## src/hdl/lpsht_pkg.sv

```systemverilog
`default_nettype none
// ----------------------------------------------------------------------------
// lpsht_pkg
// Types and codes used by the string hash table.
// ----------------------------------------------------------------------------
package lpsht_pkg;

	// The table size must stay a power of two: the home bucket is taken from
	// the low bits of the character sum.
	localparam int TABLE_SIZE    = 16;
	localparam int MAX_KEY_CHARS = 16;

	localparam logic [1:0] OP_INSERT = 2'd0;
	localparam logic [1:0] OP_SEARCH = 2'd1;
	localparam logic [1:0] OP_CLEAR  = 2'd2;
	localparam logic [1:0] OP_NONE   = 2'd3;

	localparam logic [2:0] ST_INSERTED = 3'd0;
	localparam logic [2:0] ST_FOUND    = 3'd1;
	localparam logic [2:0] ST_ABSENT   = 3'd2;
	localparam logic [2:0] ST_FULL     = 3'd3;
	localparam logic [2:0] ST_TOO_LONG = 3'd4;
	localparam logic [2:0] ST_CLEARED  = 3'd5;

	localparam int STATUS_W = 3;
	localparam int BUCKET_W = 4;

endpackage
`default_nettype wire

```

## src/hdl/linear_probe_string_hash_table.sv

```systemverilog
`default_nettype none
// ----------------------------------------------------------------------------
// linear_probe_string_hash_table
// String-keyed hash table with linear probing and optional replacement.
// ----------------------------------------------------------------------------
// Key characters are taken one per cycle while busy is low; a character word
// gives no result. The final word starts a walk through the bucket memories,
// or goes straight to a too-long result. A search reads the header of every
// bucket visited and, when the lengths agree, compares the stored characters
// one by one. An insert steps from the home bucket to the first free one,
// reads the header of the home bucket when it is occupied, moves the occupant
// to the free bucket when replacement is on and the occupant is not at its
// own home (all MAX_KEY_CHARS are copied), and then writes the characters of
// the key. The worst case is a search that compares a full-length key in every
// bucket. Clear keeps busy high through S_CLR, which zeroes the occupancy
// bits, and S_DONE. Each result appears on done for one cycle, the first
// cycle after busy falls, and cannot be stalled by the receiver, so it must
// be captured when shown.
module linear_probe_string_hash_table (
	input  wire logic                                clk,
	input  wire logic                                arst_n,
	input  wire logic                                start,
	output logic                                     busy,
	input  wire logic [1:0]                          operation,
	input  wire logic [7:0]                          char_code,
	input  wire logic                                last_char,
	input  wire logic                                cfg_we,
	input  wire logic                                cfg_wdata,
	output logic                                     done,
	output logic [lpsht_pkg::STATUS_W-1:0]           status,
	output logic [lpsht_pkg::BUCKET_W-1:0]           bucket,
	output logic                                     displaced,
	output logic [lpsht_pkg::BUCKET_W-1:0]           moved_to
);
	import lpsht_pkg::*;

	localparam int TW = (TABLE_SIZE > 1) ? $clog2(TABLE_SIZE) : 1;
	localparam int CW = (MAX_KEY_CHARS > 1) ? $clog2(MAX_KEY_CHARS) : 1;
	localparam int LW = $clog2(MAX_KEY_CHARS + 1);
	localparam int AW = TW + CW;
	localparam int SW = LW + 8;
	localparam int HW = LW + TW;

	typedef enum logic [9:0] {
		S_IDLE   = 10'b0000000001,
		S_HREQ   = 10'b0000000010,
		S_HCHK   = 10'b0000000100,
		S_CMP    = 10'b0000001000,
		S_FREE   = 10'b0000010000,
		S_MOVE   = 10'b0000100000,
		S_MOVEWR = 10'b0001000000,
		S_PUT    = 10'b0010000000,
		S_CLR    = 10'b0100000000,
		S_DONE   = 10'b1000000000
	} state_t;

	state_t state_q;
	logic mode_q;
	logic [TABLE_SIZE-1:0] used_q;
	logic [LW-1:0] klen_q;
	logic [SW-1:0] ksum_q;
	logic kovf_q;
	logic is_ins_q;
	logic [TW-1:0] home_q, probe_q, dest_q, free_q;
	logic [TW:0] cnt_q;
	logic [CW-1:0] ci_q;
	logic mv_q;
	logic [HW-1:0] occ_hd_q;

	logic [STATUS_W-1:0] st_q;
	logic [BUCKET_W-1:0] bk_q, mt_q;
	logic dp_q, done_q;

	// Memories: key buffer, stored characters, stored length and home.
	logic kb_we;
	logic [CW-1:0] kb_waddr, kb_raddr;
	logic [7:0] kb_rdata;
	logic bc_we;
	logic [AW-1:0] bc_waddr, bc_raddr;
	logic [7:0] bc_wdata, bc_rdata;
	logic hd_we;
	logic [TW-1:0] hd_waddr, hd_raddr;
	logic [HW-1:0] hd_wdata, hd_rdata;

	lpsht_ram #(.WIDTH(8), .DEPTH(1 << CW)) u_kbuf (
		.clk(clk), .we(kb_we), .waddr(kb_waddr), .wdata(char_code),
		.raddr(kb_raddr), .rdata(kb_rdata));
	lpsht_ram #(.WIDTH(8), .DEPTH(1 << AW)) u_chars (
		.clk(clk), .we(bc_we), .waddr(bc_waddr), .wdata(bc_wdata),
		.raddr(bc_raddr), .rdata(bc_rdata));
	lpsht_ram #(.WIDTH(HW), .DEPTH(1 << TW)) u_head (
		.clk(clk), .we(hd_we), .waddr(hd_waddr), .wdata(hd_wdata),
		.raddr(hd_raddr), .rdata(hd_rdata));

	logic [LW-1:0] hd_len;
	logic [TW-1:0] hd_home;
	assign hd_len  = hd_rdata[HW-1:TW];
	assign hd_home = hd_rdata[TW-1:0];

	logic accept;
	assign accept = start && !busy;
	assign busy = (state_q != S_IDLE);

	function automatic logic [TW-1:0] wrap_inc(input logic [TW-1:0] b);
		logic [TW:0] n;
		n = {1'b0, b} + 1'b1;
		return (n == (TW + 1)'(TABLE_SIZE)) ? '0 : n[TW-1:0];
	endfunction

	// The table size is a power of two, so the home bucket is simply the low
	// bits of the running character sum.
	logic [TW-1:0] home_c;
	logic [SW-1:0] sum_next;
	assign sum_next = ksum_q + SW'(char_code);
	assign home_c = sum_next[TW-1:0];

	logic last_cmp;
	assign last_cmp = ({1'b0, ci_q} + 1'b1) == (CW + 1)'(klen_q);

	always_comb begin
		kb_we    = accept && (operation == OP_INSERT || operation == OP_SEARCH)
			&& (klen_q < LW'(MAX_KEY_CHARS));
		kb_waddr = klen_q[CW-1:0];
		kb_raddr = ci_q;
		bc_we    = 1'b0;
		bc_waddr = {probe_q, ci_q};
		bc_wdata = kb_rdata;
		bc_raddr = {probe_q, ci_q};
		hd_we    = 1'b0;
		hd_waddr = probe_q;
		hd_wdata = {klen_q, home_q};
		hd_raddr = probe_q;
		unique case (state_q)
			S_MOVEWR: begin
				bc_we    = mv_q;
				bc_waddr = {free_q, ci_q};
				bc_wdata = bc_rdata;
				bc_raddr = {home_q, ci_q};
				// The moved occupant keeps its own length and home.
				hd_we    = mv_q && (ci_q == CW'(MAX_KEY_CHARS - 1));
				hd_waddr = free_q;
				hd_wdata = occ_hd_q;
			end
			S_MOVE: begin
				bc_raddr = {home_q, ci_q};
				hd_raddr = home_q;
			end
			S_PUT: begin
				bc_we    = mv_q && (klen_q != '0);
				bc_waddr = {dest_q, ci_q};
				hd_we    = last_cmp || (klen_q == '0);
				hd_waddr = dest_q;
			end
			default: begin
			end
		endcase
	end

	always_ff @(posedge clk or negedge arst_n) begin
		if (!arst_n) begin
			state_q  <= S_IDLE;
			mode_q   <= 1'b0;
			used_q   <= '0;
			klen_q   <= '0;
			ksum_q   <= '0;
			kovf_q   <= 1'b0;
			is_ins_q <= 1'b0;
			home_q   <= '0;
			probe_q  <= '0;
			dest_q   <= '0;
			free_q   <= '0;
			occ_hd_q <= '0;
			st_q     <= '0;
			bk_q     <= '0;
			mt_q     <= '0;
			dp_q     <= 1'b0;
			done_q   <= 1'b0;
			cnt_q    <= '0;
			ci_q     <= '0;
			mv_q     <= 1'b0;
		end else begin
			done_q <= 1'b0;
			if (cfg_we) begin
				mode_q <= cfg_wdata;
			end
			unique case (state_q)
				S_IDLE: begin
					if (accept && operation == OP_CLEAR) begin
						state_q <= S_CLR;
					end else if (accept && operation != OP_NONE) begin
						if (klen_q < LW'(MAX_KEY_CHARS)) begin
							klen_q <= klen_q + 1'b1;
							ksum_q <= sum_next;
						end else begin
							kovf_q <= 1'b1;
						end
						if (last_char) begin
							is_ins_q <= (operation == OP_INSERT);
							mv_q     <= 1'b0;
							dp_q     <= 1'b0;
							mt_q     <= '0;
							bk_q     <= '0;
							cnt_q    <= '0;
							ci_q     <= '0;
							// A key is too long if it overflowed earlier or with this word.
							if (kovf_q || klen_q >= LW'(MAX_KEY_CHARS)) begin
								st_q    <= ST_TOO_LONG;
								state_q <= S_DONE;
							end else begin
								state_q <= S_HREQ;
							end
							home_q  <= home_c;
							probe_q <= home_c;
						end
					end
				end
				S_HREQ: begin
					// header read of probe_q issued this cycle
					state_q <= S_HCHK;
					if (is_ins_q) begin
						state_q <= S_FREE;
						free_q  <= home_q;
					end
				end
				S_HCHK: begin
					if (!used_q[probe_q] || cnt_q == (TW + 1)'(TABLE_SIZE)) begin
						st_q    <= ST_ABSENT;
						state_q <= S_DONE;
					end else if (hd_len == klen_q) begin
						ci_q    <= '0;
						state_q <= (klen_q == '0) ? S_DONE : S_CMP;
						if (klen_q == '0) begin
							st_q <= ST_FOUND;
							bk_q <= BUCKET_W'(probe_q);
						end
					end else begin
						probe_q <= wrap_inc(probe_q);
						cnt_q   <= cnt_q + 1'b1;
						state_q <= S_HREQ;
					end
				end
				S_CMP: begin
					// both reads for ci_q arrive in the cycle after issue
					if (!mv_q) begin
						mv_q <= 1'b1;
					end else if (bc_rdata != kb_rdata) begin
						mv_q    <= 1'b0;
						probe_q <= wrap_inc(probe_q);
						cnt_q   <= cnt_q + 1'b1;
						state_q <= S_HREQ;
					end else if (last_cmp) begin
						mv_q    <= 1'b0;
						st_q    <= ST_FOUND;
						bk_q    <= BUCKET_W'(probe_q);
						state_q <= S_DONE;
					end else begin
						ci_q <= ci_q + 1'b1;
						mv_q <= 1'b0;
					end
				end
				S_FREE: begin
					if (!used_q[free_q]) begin
						if (!used_q[home_q]) begin
							dest_q  <= home_q;
							ci_q    <= '0;
							mv_q    <= 1'b0;
							state_q <= S_PUT;
						end else begin
							dest_q  <= free_q;
							state_q <= S_MOVE;
						end
					end else if (cnt_q == (TW + 1)'(TABLE_SIZE - 1)) begin
						st_q    <= ST_FULL;
						state_q <= S_DONE;
					end else begin
						free_q <= wrap_inc(free_q);
						cnt_q  <= cnt_q + 1'b1;
					end
				end
				S_MOVE: begin
					// header of home read this cycle, checked next pass
					if (!mv_q) begin
						mv_q <= 1'b1;
					end else begin
						mv_q <= 1'b0;
						if (mode_q && hd_home != home_q) begin
							occ_hd_q <= hd_rdata;
							ci_q     <= '0;
							dp_q     <= 1'b1;
							mt_q     <= BUCKET_W'(free_q);
							state_q  <= S_MOVEWR;
						end else begin
							ci_q    <= '0;
							state_q <= S_PUT;
						end
					end
				end
				S_MOVEWR: begin
					// each character's read is primed while mv_q is low and copied while mv_q is high
					if (!mv_q) begin
						mv_q <= 1'b1;
					end else begin
						mv_q <= 1'b0;
						if (ci_q == CW'(MAX_KEY_CHARS - 1)) begin
							used_q[free_q] <= 1'b1;
							dest_q  <= home_q;
							ci_q    <= '0;
							state_q <= S_PUT;
						end else begin
							ci_q <= ci_q + 1'b1;
						end
					end
				end
				S_PUT: begin
					if (!mv_q && klen_q != '0) begin
						mv_q <= 1'b1;
					end else if (klen_q == '0 || last_cmp) begin
						mv_q <= 1'b0;
						used_q[dest_q] <= 1'b1;
						st_q    <= ST_INSERTED;
						bk_q    <= BUCKET_W'(dest_q);
						state_q <= S_DONE;
					end else begin
						mv_q <= 1'b0;
						ci_q <= ci_q + 1'b1;
					end
				end
				S_CLR: begin
					used_q  <= '0;
					st_q    <= ST_CLEARED;
					bk_q    <= '0;
					dp_q    <= 1'b0;
					mt_q    <= '0;
					state_q <= S_DONE;
				end
				S_DONE: begin
					done_q  <= 1'b1;
					klen_q  <= '0;
					ksum_q  <= '0;
					kovf_q  <= 1'b0;
					state_q <= S_IDLE;
				end
				default: state_q <= S_IDLE;
			endcase
		end
	end

	assign done      = done_q;
	assign status    = st_q;
	assign bucket    = bk_q;
	assign displaced = dp_q;
	assign moved_to  = mt_q;
endmodule
`default_nettype wire

```

## src/hdl/lpsht_ram.sv

```systemverilog
`default_nettype none
// ----------------------------------------------------------------------------
// lpsht_ram
// Generic simple dual-port RAM with one write and one registered read per cycle.
// ----------------------------------------------------------------------------
module lpsht_ram #(
	parameter int WIDTH = 8,
	parameter int DEPTH = 16
) (
	input  wire logic                     clk,
	input  wire logic                     we,
	input  wire logic [$clog2(DEPTH)-1:0] waddr,
	input  wire logic [WIDTH-1:0]         wdata,
	input  wire logic [$clog2(DEPTH)-1:0] raddr,
	output logic      [WIDTH-1:0]         rdata
);
	logic [WIDTH-1:0] mem [DEPTH];

	always_ff @(posedge clk) begin
		if (we) begin
			mem[waddr] <= wdata;
		end
		rdata <= mem[raddr];
	end
endmodule
`default_nettype wire
```

## config.mk

```make
export PLATFORM = sky130hd
export DESIGN_NAME = linear_probe_string_hash_table
export DESIGN_NICKNAME = d
export VERILOG_FILES = /design/src/hdl/lpsht_pkg.sv /design/src/hdl/linear_probe_string_hash_table.sv /design/src/hdl/lpsht_ram.sv
export SDC_FILE = /design/constraint.sdc
export NUM_CORES = 2
export LEC_CHECK = 0
export BUFFER_PORTS_ARGS = -buffer_cell sky130_fd_sc_hd__buf_2
export CORE_UTILIZATION = 50
export DETAILED_ROUTE_END_ITERATION = 7
export PLACE_DENSITY = 0.7
export RECOVER_POWER = 50
export SYNTH_ARGS = -nofsm -noshare
export SYNTH_HDL_FRONTEND = slang
export SYNTH_SLANG_ARGS = --single-unit
```

## constraint.sdc

```tcl
create_clock -name clk -period 12.11 [get_ports clk]
set_input_delay 1.211 -clock clk [delete_from_list [all_inputs] [get_ports clk]]
set_output_delay 1.211 -clock clk [all_outputs]
set_load 0.05 [all_outputs]
```

==> impl_metrics.ini <==
[pwr]
clock_power_share = 0.376
seq_power_share = 0.520
power_leakage_nw = 32.3
comb_power_share = 0.104
intPower_mw = 14.0
switching_share = 0.252
power.density_nw_per_um2 = 177
switching_power_mw = 4.71
peakVddDrop_mv = 0.151

[detailed_routing]
route.detailed.drc = 0
drt_iter0_drc = 6425
finalWirelength_mm = 230
ant_nets = 0
first_pass_iters = 7
routedWlPerCell_um = 30.9
via_count = 48400
viasPerCell = 6.48

[worst_setup_path]
crit_required_ns = 12.07
critical_path.startpoint = state_q[1]$_DFFE_PN0P_
path_class = register to register
reg2reg_from = state_q[1]$_DFFE_PN0P_
ff2ff_setup_slack_ns = 3.83
rr_endpoint = u_chars.mem[195][0]$_DFFE_PP_
cp.arrival_ns = 8.24
endpoint_kind = register
cp-start-kind = register
crit_fanout = 157
rr_worst_depth = 5
cp-endpoint = u_chars.mem[195][0]$_DFFE_PP_

[run_status]
violations = max-capacitance violations, max-slew violations
status = finished with violations

[layout]
final_common_cell = edfxtp_1
synthToLayoutAreaGrowth_pct = 10.5
layout-drive-gt1-share = 0.213
final_cell_mix = edfxtp_1, mux4_2, nor2_1, clkbuf_16, a22oi_1
multi_input_area_um2 = 22100
fin_nets = 4794
seq_area_um2 = 72300
fillers = 14000

[placed_design]
hpwl_mm = 134
numPortBuffers = 29
finalWeightedCongestion = 0.896
dp_slack_ns = 7.10

[die]
row_count = 160
pin_count = 30
die_x_um = 439
initial_utilization = 0.503
die-area_um2 = 193000
die_y_um = 439
coreArea_um2 = 190000

[global_routing]
grt_pass1_vias = 47900
antenna_found_initial = 3
grt_max_degree = 177
grt_pass1_wl_mm = 335
overflow = 0
grt_usage = 0.239

[timing]
slew_headroom = -2.14
tns_ns = 0
tightest_slew_ns = 4.71
rsz0062_at_grt = false
hold_violations = 0
hold_slack_ns = 0.244
fmax_mhz = 121
skew_ns = 0.0456
maxSlewViolCount = 697
period_needed_ns = 8.28
layout_setup_ws_ns = 3.83
period_share = 0.684
final-setup-viol-count = 0

[logic_synthesis]
yosysSeqAreaShare = 0.756
synth_cells = 4724
syn_area_um2 = 95700
syn_area_per_cell_um2 = 20.3
synth_nets = 4760
synth_seq_cells = 2431
async_flop_share = 0.0354
synth-main-ff-cell = edfxtp_1
synth_edf_count = 2320
ys_types = 82
ys.warnings.count = 0

[clock_tree]
h-tree-depth = 4
clk_latency_ns = 0.87
clk_pin_slew_ns = 0.06
clk_path_buf_depth = 3
cts_sinks = 2431
hold_buffers = 0
cts_tree = done
numCtsBuffers = 232
cts_root_buffer = clkbuf_16
post_cts_buffers = 0
cts_resized = 0

[job]
maxCapViolations = 11

[min_path]
hp-class = input port to asynchronous set/reset pin
==> registers in the layout, indices dropped and copies added, names as in the netlist, 5 cells and up <==
name and count:
u_chars.rdata 8, u_chars.mem 2048, u_kbuf.rdata 8, klen_q 5
used_q 16, cnt_q 5, occ_hd_q 9, u_kbuf.mem 128
u_head.mem 144, u_head.rdata 9, state_q 10
==> worst max-delay path, stage by stage, from the launching register on <==
cell,delay (ns)
dfrtp_1,0.45
or4_1,0.75
nor3b_4,0.23
clkbuf_1,1.38
mux2_8,1.06
clkbuf_1,3.29
==> layer usage <==
metal | vias to the layer above | part of all wire | track usage
met5 | - | 0 | 0
met4 | 0 | 0.035 | 0.0856
met3 | 415 | 0.097 | 0.0472
met2 | 2743 | 0.47 | 0.367
met1 | 25600 | 0.40 | 0.344
li1 | 19600 | - | -
==> layout make-up <==
| class | instances | share of cell area |
|---|---|---|
| Timing Repair Buffer | 102 | 0.00699 |
| Inverter | 20 | 0.000710 |
| Antenna cell | 2 | 0.0000473 |
| Tap cell | 2511 | 0.0297 |
| Clock buffer | 293 | 0.0578 |
| Sequential cell | 2431 | 0.684 |
| Multi-Input combinational cell | 1971 | 0.209 |
| Clock inverter | 136 | 0.0115 |
==> worst min-delay path by stage <==
| stage | slack [ns] | cells past startpoint | start | endpoint |
|---|---|---|---|---|
| 2_1_floorplan | 0.43 | 1 | is_ins_q$_DFFE_PN0P_ | state_q[2]$_DFFE_PN0P_ |
| 3_3_place_gp | 0.46 | 2 | moved_to[2]$_DFFE_PN0P_ | moved_to[2]$_DFFE_PN0P_ |
| 3_5_place_dp | 0.46 | 2 | displaced$_DFFE_PN0P_ | displaced$_DFFE_PN0P_ |
| 4_1_cts | 0.1 | 1 | arst_n | moved_to[2]$_DFFE_PN0P_ |
| 5_1_grt | 0.24 | 1 | arst_n | occ_hd_q[2]$_DFFE_PN0P_ |
| 6_report | 0.24 | 1 | arst_n | moved_to[2]$_DFFE_PN0P_ |
==> synthesized netlist by cell type (all sizes together) (16+ instances only) <==
library cell,instances,area (um2)
o22ai,22,138
mux2i,89,895
a22oi,182,1370
inv,20,75.1
mux4,599,13500
edfxtp,2320,69700
o31ai,19,143
mux2,39,447
buf,140,717
clkbuf,162,608
a21oi,77,385
xnor2,16,140
o21ai,46,230
and3,20,125
nor2b,30,188
nand4,39,269
nand3,57,285
o221ai,16,140
nor2,344,1300
dfrtp,85,2130
ha,19,238
nand2,163,612
a31oi,22,138
dfxtp,25,500
nor3,17,95.1
==> power groups by stage <==
stage / Combinational, mW / Sequential [mW] / Clock, mW
after detailed placement: 1.91 / 9.87 / 0
final: 1.95 / 9.71 / 7.03
after floorplan: 1.26 / 9.73 / 0
after global routing: 2.05 / 9.72 / 7.40
after global placement: 1.89 / 9.86 / 0
after CTS: 1.92 / 9.69 / 7.09
==> per-stage QoR <==
step	utilization	area [um2]	total power, mW	instances
2_1_floorplan	-	95700	11.0	4724
3_3_place_gp	0.518	98500	11.7	7035
3_5_place_dp	0.518	98500	11.8	7035
4_1_cts	0.557	106000	18.7	7464
5_1_grt	0.556	106000	19.2	7465
6_report	0.556	106000	18.7	7466
==> kinds of logic (layout without fill, tap and decap cells) <==
logic type | after synthesis | count (layout) | share of synthesized area
multiplexers | 727 | 727 | 0.155
flip-flops | 2431 | 2431 | 0.756
AND/OR/NAND/NOR | 741 | 741 | 0.0361
other | 0 | 2 | 0
XOR/XNOR | 31 | 31 | 0.00284
adder cells (fa/ha/maj) | 20 | 20 | 0.00269
buffers and inverters | 322 | 551 | 0.0146
AO/OA/AOI/OAI | 452 | 452 | 0.0328
Power figures use the tool's default switching activity.
